[src/mjs_pkg.sv]
// Shared types, codes and record helpers of the multicore job scheduler.
package mjs_pkg;

   localparam int MAX_CORES_DEF   = 8;
   localparam int QUEUE_DEPTH_DEF = 64;

   typedef enum logic [1:0] {
      OP_NEW    = 2'd0,
      OP_FINISH = 2'd1,
      OP_EXPIRE = 2'd2,
      OP_NONE   = 2'd3
   } op_type;

   typedef enum logic [2:0] {
      SCH_FCFS = 3'd0,
      SCH_SJF  = 3'd1,
      SCH_PSJF = 3'd2,
      SCH_PRI  = 3'd3,
      SCH_PPRI = 3'd4,
      SCH_RR   = 3'd5
   } scheme_type;

   localparam logic [0:0] REG_SCHEME = 1'b0;
   localparam logic [0:0] REG_CORES  = 1'b1;

   typedef struct packed {
      logic [15:0] id;
      logic [31:0] arrival;
      logic [15:0] prio;
      logic [31:0] orig;
      logic [31:0] remain;
      logic [31:0] resp;
      logic [31:0] last;
      logic        resp_ok;
   } rec_type;

   // controller to datapath
   typedef struct packed {
      logic load;
      logic start_idle;
      logic scan_init;
      logic scan_step;
      logic take_victim;
      logic finish;
      logic head_rd;
      logic pop_start;
      logic load_cur;
      logic exp_keep;
      logic set_ovf;
      logic find_init;
      logic find_rd;
      logic find_next;
      logic shift_init;
      logic shift_rd;
      logic shift_wr;
      logic put;
   } cmd_type;

   // datapath to controller
   typedef struct packed {
      op_type op;
      logic   preempt_scheme;
      logic   core_ok;
      logic   core_busy;
      logic   idle_found;
      logic   q_empty;
      logic   q_full;
      logic   scan_last;
      logic   pre_win;
      logic   ins_ahead;
      logic   find_end;
      logic   shift_done;
   } status_type;

   function automatic logic [31:0] since(input logic [31:0] now, input logic [31:0] t);
      return (now >= t) ? now - t : 32'd0;
   endfunction

   function automatic rec_type age(input rec_type r, input logic [31:0] now);
      logic [31:0] el;
      el = since(now, r.last);
      r.remain = (r.remain > el) ? r.remain - el : 32'd0;
      r.last = now;
      return r;
   endfunction

   function automatic rec_type stamp(input rec_type r, input logic [31:0] now);
      if (!r.resp_ok) begin
         r.resp = since(now, r.arrival);
         r.resp_ok = 1'b1;
      end
      r.last = now;
      return r;
   endfunction

   function automatic rec_type clear_fresh(input rec_type r, input logic [31:0] now);
      if (r.resp_ok && (r.resp == since(now, r.arrival))) begin
         r.resp_ok = 1'b0;
      end
      return r;
   endfunction

   // a strictly ahead of b
   function automatic logic ahead(input scheme_type s, input rec_type a, input rec_type b);
      logic res;
      res = 1'b0;
      case (s) inside
         SCH_SJF, SCH_PSJF: res = a.remain < b.remain;
         SCH_PRI, SCH_PPRI: res = (a.prio < b.prio) ||
                                  ((a.prio == b.prio) && (a.arrival < b.arrival));
         default: res = 1'b0;
      endcase
      return res;
   endfunction

   function automatic logic [47:0] add48(input logic [47:0] a, input logic [31:0] b);
      logic [48:0] s;
      s = {1'b0, a} + 49'(b);
      return s[48] ? 48'hFFFF_FFFF_FFFF : s[47:0];
   endfunction

endpackage

[src/mjs_ctrl.sv]
// Sequencer of the multicore job scheduler.
module mjs_ctrl (
   input  logic                clock,
   input  logic                reset,
   input  logic                start,
   output logic                busy,
   output logic                rsp_valid,
   input  mjs_pkg::status_type st,
   output mjs_pkg::cmd_type    cmd
);
   import mjs_pkg::*;

   typedef enum logic [3:0] {
      ST_IDLE,
      ST_DISPATCH,
      ST_SCAN,
      ST_DECIDE,
      ST_INS_CHECK,
      ST_POP,
      ST_KEEP,
      ST_EXP_CHK,
      ST_FIND_RD,
      ST_FIND_CHK,
      ST_SHIFT_RD,
      ST_SHIFT_WR,
      ST_DONE
   } state_type;

   state_type state_ff, state_in;
   logic      busy_ff;
   logic      valid_ff;

   always_comb begin
      cmd = '0;
      state_in = state_ff;
      unique case (state_ff)
         ST_IDLE: begin
            if (start) begin
               cmd.load = 1'b1;
               state_in = ST_DISPATCH;
            end
         end
         ST_DISPATCH: begin
            unique case (st.op)
               OP_NEW: begin
                  if (st.idle_found) begin
                     cmd.start_idle = 1'b1;
                     state_in = ST_DONE;
                  end else if (st.preempt_scheme) begin
                     cmd.scan_init = 1'b1;
                     state_in = ST_SCAN;
                  end else begin
                     state_in = ST_INS_CHECK;
                  end
               end
               OP_FINISH: begin
                  state_in = ST_DONE;
                  if (st.core_ok && st.core_busy) begin
                     cmd.finish = 1'b1;
                     if (!st.q_empty) begin
                        cmd.head_rd = 1'b1;
                        state_in = ST_POP;
                     end
                  end
               end
               OP_EXPIRE: begin
                  state_in = ST_DONE;
                  if (st.core_ok && st.core_busy) begin
                     cmd.load_cur = 1'b1;
                     if (st.q_empty) begin
                        state_in = ST_KEEP;
                     end else begin
                        cmd.head_rd = 1'b1;
                        state_in = ST_EXP_CHK;
                     end
                  end else if (st.core_ok && !st.q_empty) begin
                     cmd.head_rd = 1'b1;
                     state_in = ST_POP;
                  end
               end
               OP_NONE: state_in = ST_DONE;
            endcase
         end
         ST_SCAN: begin
            cmd.scan_step = 1'b1;
            if (st.scan_last) begin
               state_in = ST_DECIDE;
            end
         end
         ST_DECIDE: begin
            if (st.pre_win) begin
               cmd.take_victim = 1'b1;
               cmd.find_init = 1'b1;
               state_in = ST_FIND_RD;
            end else begin
               state_in = ST_INS_CHECK;
            end
         end
         ST_INS_CHECK: begin
            if (st.q_full) begin
               cmd.set_ovf = 1'b1;
               state_in = ST_DONE;
            end else begin
               cmd.find_init = 1'b1;
               state_in = ST_FIND_RD;
            end
         end
         ST_POP: begin
            cmd.pop_start = 1'b1;
            state_in = ST_DONE;
         end
         ST_KEEP: begin
            cmd.exp_keep = 1'b1;
            state_in = ST_DONE;
         end
         ST_EXP_CHK: begin
            if (!st.ins_ahead) begin
               cmd.pop_start = 1'b1;
               cmd.find_init = 1'b1;
               state_in = ST_FIND_RD;
            end else begin
               cmd.exp_keep = 1'b1;
               state_in = ST_DONE;
            end
         end
         ST_FIND_RD: begin
            if (st.find_end) begin
               cmd.shift_init = 1'b1;
               state_in = ST_SHIFT_RD;
            end else begin
               cmd.find_rd = 1'b1;
               state_in = ST_FIND_CHK;
            end
         end
         ST_FIND_CHK: begin
            if (st.ins_ahead) begin
               cmd.shift_init = 1'b1;
               state_in = ST_SHIFT_RD;
            end else begin
               cmd.find_next = 1'b1;
               state_in = ST_FIND_RD;
            end
         end
         ST_SHIFT_RD: begin
            if (st.shift_done) begin
               cmd.put = 1'b1;
               state_in = ST_DONE;
            end else begin
               cmd.shift_rd = 1'b1;
               state_in = ST_SHIFT_WR;
            end
         end
         ST_SHIFT_WR: begin
            cmd.shift_wr = 1'b1;
            state_in = ST_SHIFT_RD;
         end
         ST_DONE: state_in = ST_IDLE;
         default: state_in = ST_IDLE;
      endcase
   end

   always_ff @(posedge clock) begin
      if (reset) begin
         state_ff <= ST_IDLE;
         busy_ff <= 1'b0;
         valid_ff <= 1'b0;
      end else begin
         state_ff <= state_in;
         valid_ff <= (state_ff == ST_DONE);
         if (cmd.load) begin
            busy_ff <= 1'b1;
         end else if (state_ff == ST_DONE) begin
            busy_ff <= 1'b0;
         end
      end
   end

   assign busy = busy_ff;
   assign rsp_valid = valid_ff;

   a_idle_not_busy: assert property (@(posedge clock) disable iff (reset)
      (state_ff == ST_IDLE) |-> !busy_ff) else $error("idle while busy");
   a_accept_dispatch: assert property (@(posedge clock) disable iff (reset)
      (start && !busy_ff) |=> (state_ff == ST_DISPATCH)) else $error("accept lost");
   a_valid_after_done: assert property (@(posedge clock) disable iff (reset)
      valid_ff |-> (!busy_ff && $past(state_ff == ST_DONE))) else $error("stray result");

endmodule

[config.mk]
export PLATFORM = sky130hd
export DESIGN_NAME = mjs_ctrl
export DESIGN_NICKNAME = d
export VERILOG_FILES = /design/src/mjs_pkg.sv /design/src/mjs_ctrl.sv
export SDC_FILE = /design/constraint.sdc
export NUM_CORES = 1
export LEC_CHECK = 0
export ABC_AREA = 1
export BUFFER_PORTS_ARGS = -buffer_cell sky130_fd_sc_hd__buf_2
export CAP_MARGIN = 30
export CORE_AREA = 4 4 46 48
export CTS_BUF_LIST = sky130_fd_sc_hd__clkbuf_4
export CTS_CLUSTER_DIAMETER = 80
export DETAILED_ROUTE_END_ITERATION = 8
export DIE_AREA = 0 0 50 52
export PLACE_DENSITY = 0.86
export SLEW_MARGIN = 15
export SYNTH_ARGS = -nofsm -noshare
export SYNTH_HDL_FRONTEND = slang
export SYNTH_SLANG_ARGS = --single-unit
[constraint.sdc]
create_clock -name clock -period 1.1 [get_ports clock]
set_input_delay 0.275 -clock clock [delete_from_list [all_inputs] [get_ports clock]]
set_output_delay 0.275 -clock clock [all_outputs]
set_load 0.1 [all_outputs]
==> impl_results.md, run 1 <==
* Error msg: [ERROR DPL-0038] Utilization greater than 100%, impossible to legalize
* Post-Synth XOR/XNOR Area at 0%
* IO Count at 36
* Syn nets at 142
* Rows at 15
* Mean Syn Cell Area at 5.82 sq um
* Seq cells post-synth at 6
* Post-Synthesis Cells at 121
* CTS root buf: clkbuf_4
* Top cell type by total area after synthesis: dfxtp_1
* Post-synth cell types at 22
* Die width at 50 microns
* PostCTS Resize Cnt at 39
* Stopping stage: clock tree synthesis
* Synth Area in Compound Gates at 7.82%
* Starting Density at 41.2%
* Warnings, synthesis at 0
* Die H at 52 microns
* Ranking of synthesized cells by area: dfxtp_1, nand2_1, nand3_1
* Post-DP Area at 0.00161 sq mm
* Postcts setup bufs at 13
* DP Cell Count at 210
* Post-Synthesis Cell Area at 704 sq um
* Status: stopped before the end
* Simple-gate share of the synthesized area at 50.8%
* Post-synthesis adder-cell area fraction at 8.88%
* # clock sinks at 6
* Largest family of logic cells by synthesized area: simple AND/OR/NAND/NOR gates
* Post-synthesis sequential area ratio at 17.1%
* DP Wirelength at 3200 microns
* Share of the synthesized area in the top cell type at 17.1%
* RD Place Congestion at 0.900
* Clock tree buffer depth at 2
* Mux contribution to synthesized area at 0%
* Maximum level of the CTS H-tree at 1
* Cts hold-fix bufs at 0
* Port bufs at 35
* CTS Buf Count at 3
[synth_stat cells]
cell / instances
nand3b_1: 1
nand2_2: 1
nand3_1: 20
ha_1: 5
inv_2: 4
nor2_2: 4
o21ai_0: 2
nor2_1: 12
nand2_1: 29
nor3_1: 3
a21oi_1: 3
nor3_2: 1
inv_1: 19
clkinv_1: 1
o211ai_1: 2
nor4_1: 1
buf_6: 1
buf_4: 1
a21oi_2: 1
dfxtp_1: 6
nor2_4: 3
o22ai_1: 1
[cell families after synthesis]
kind of cell / count (synthesis)
buf+inv: 26
flops: 6
fa+ha+maj: 5
compound gates: 9
simple gates: 75
[metrics by stage]
stage | hold WS, ps | setup WS (ps)
after detailed placement | 528 | -448
after global placement | 470 | -339
after floorplan | 334 | -1310
==> inputs of run 2 (changes only) <==
Settings changed: CORE_AREA 4 4 46 48 to 4 4 65 67, CTS_BUF_LIST sky130_fd_sc_hd__clkbuf_4 to not set, CTS_CLUSTER_DIAMETER 80 to not set, DIE_AREA 0 0 50 52 to 0 0 69 71, PLACE_DENSITY 0.86 to not set, PLACE_DENSITY_LB_ADDON set to 0.15.
Clock period 1.1 ns to 1.4 ns, I/O delays scaled along.
==> run 2 against run 1 <==
Compared with the run above:
- the flow now finishes, with violations (setup timing)
- area after synthesis is the same
- synthesized cell count is the same
==> impl_results.md, run 2 <==
* Status: finished, violations left
* Failing checks: setup timing
* Fmax at 0.586 GHz
* Post-Synthesis Cell Area at 704 sq um
* Max FFs per register at 4
* P&R area growth vs syn at 158%
* CTS tree: done
* Clock tree buffer depth at 2
* Layout cells sized above 1 at 66.2%
* DP Cell Count at 232
* Worst Hold End: state_ff[3]$_SDFFE_PP0P_
* WHS Path Cells at 2
* RSZ-0062 raised after global routing: true
* RR Endpoint: state_ff[3]$_SDFFE_PP0P_
* Top_reg_cell synth: dfxtp_1
* Mux contribution to synthesized area at 0%
* Pre-CTS setup slack at -246 ps
* Type of the tightest min-delay check: in2reg
* Post-DRT Antenna Nets at 0
* Slew Limit Fails at 0
* Fillers at 369
* Die H at 71 microns
* Max_cap viols at 0
* CTS root buf: clkbuf_8
* Drt first pass iters at 4
* Ys async rst share at 0%
* Post-synthesis adder-cell area fraction at 8.88%
* Port bufs at 35
* Leakage at 0.793 nW
* Top cell type by total area after synthesis: dfxtp_1
* DP Wirelength at 2220 microns
* Vias at 1007
* Finished Layout Cells at 243
* Ranking of synthesized cells by area: dfxtp_1, nand2_1, nand3_1
* Mean Syn Cell Area at 5.82 sq um
* # clock sinks at 6
* Period utilisation layout at 122%
* Actual slew at the worst max-slew pin at 279 ps
* Reg2Reg Setup Slack at -30 ps
* Final Hold Viols at 0
* Ant diodes at 0
* Post-Synthesis Cells at 121
* Seq cells post-synth at 6
* Core ar. at 0.00363 sq mm
* Initial antenna violation count at 0
* Final worst slack at -307 ps
* WL final at 2770 microns
* Worst path arrival time at 1360 ps
* Reg2reg path depth at 8
* Setup crit start kind: register
* Warnings, synthesis at 0
* IO Count at 36
* Pwr Density at 1730 mW/mm^2
* Clock skew at 0.146 ps
* Maximum level of the CTS H-tree at 1
* Synth cell count leaders: nand2_1, nand3_1, inv_1
* First-pass GRT wire length at 4670 microns
* Largest net degree at the start of global routing at 8
* Largest Register: state_ff
* Syn nets at 142
* Grt total ovfl at 0
* DRC errors left at 0
* Vias in the first global route at 992
* VDD IR max at 751 uV
* Critical Path Sink Type: primary output
* Die ar. at 0.00490 sq mm
* Final core utilization at 50.1%
* Simple-gate share of the synthesized area at 50.8%
* DR iter-0 viols at 39
* Post-synthesis sequential area ratio at 17.1%
* Post-synth EDFFs at 0
* Critical path class: reg2out
* Clock latency at the later pin of the worst-skew pair at 220 ps
* Minimum clock period at 1710 ps
* Power, Total at 3.16 mW
* Worst reg2reg startpoint: state_ff[2]$_SDFFE_PP0P_
* Most common cell after layout, fill and taps aside: buf_4
* Cts hold-fix bufs at 0
* Slew HR at 81.3%
* Top-count cell post-synth: nand2_1
* RD Place Congestion at 0.819
* DR WL/cell at 11.4 microns
* Endpoints failing setup at 19
* Post-Synth XOR/XNOR Area at 0%
* Post-synth cell types at 22
* CP max FO at 6
* Most frequent cells in the layout: buf_4, nand2_1, buf_12, buf_2, nand3_1
* Clock transition at the registers of the reported paths at 40 ps
* Rows at 22
* HP Start: reset
* Starting Density at 19.4%
* CTS Buf Count at 3
* Global-route usage over all layers at 11.4%
* Die width at 69 microns
* Critical Path RT at 1050 ps
* Synth Area in Compound Gates at 7.82%
* Vias per cell at 4.14
* Share of the synthesized area in the top cell type at 17.1%
* Largest family of logic cells by synthesized area: simple AND/OR/NAND/NOR gates
* NumNets Final at 218
==> run 2: cell counts after synthesis <==
Identical to the previous run, type by type.
==> run 2: timing repair <==
action | 4_1_cts | 5_1_grt
endpoints found under the hold margin | 0 | 0
setup buffers | 4 | 4
gates resized for setup | 15 | 9
pin swaps | 13 | 6
setup endpoints to repair | 18 | 20
==> run 2: layout make-up <==
class	count	area [sq um]	area share (%)
clock buffer	3	41.3	2.27
tap	48	60.1	3.30
sequential	6	135	7.42
multi-input combinational	89	667	36.6
timing repair buffer	73	788	43.3
inverter	24	129	7.08
==> run 2: worst max path at each step <==
stage | start | to | cells past startpoint
6_report | state_ff[2]$_SDFFE_PP0P_ | cmd[14] | 5
5_1_grt | state_ff[2]$_SDFFE_PP0P_ | cmd[6] | 5
4_1_cts | state_ff[2]$_SDFFE_PP0P_ | cmd[6] | 4
3_5_place_dp | st[12] | cmd[11] | 8
3_3_place_gp | st[12] | cmd[11] | 8
2_1_floorplan | state_ff[2]$_SDFFE_PP0P_ | cmd[6] | 5
==> run 2: stage by stage <==
step           cell area (sq um)  hold slack, ps  setup TNS, ps
2_1_floorplan                877             409          -4370
3_3_place_gp                1620             490          -1730
3_5_place_dp                1620             494          -1990
4_1_cts                     1740             382          -4700
5_1_grt                     1820             393          -5810
6_report                    1820             391          -4540
==> run 2: routing by layer <==
| layer | vias to the layer above | GRT usage, % | wire (microns) | part of all wire (%) |
|---|---|---|---|---|
| li1 | 528 | - | - | - |
| met4 | 0 | 3.25 | 14 | 0.51 |
| met3 | 2 | 1.42 | 61 | 2.2 |
| met1 | 461 | 14.6 | 1180 | 43 |
| met2 | 16 | 19.9 | 1510 | 55 |
| met5 | - | 0 | 0 | 0 |
==> run 2: cell families (layout without fill, tap and decap cells) <==
kind of cell / count (synthesis) / count (layout)
compound gates: 9 / 9
fa+ha+maj: 5 / 5
buf+inv: 26 / 100
flops: 6 / 6
simple gates: 75 / 75
==> run 2: worst max-delay path, stage by stage (launching register included) <==
cell and delay (ps):
dfxtp_4 370, nor2_4 250, buf_4 190, nand2_2 70
clkinvlp_4 90, buf_12 160
==> run 2: power by group <==
group	switching [mW]	internal, mW	total, mW
clock network	0.0674	0.184	0.251
logic	1.47	1.02	2.49
registers	0.147	0.262	0.409
Note: power is estimated with default switching activity, not from simulation.
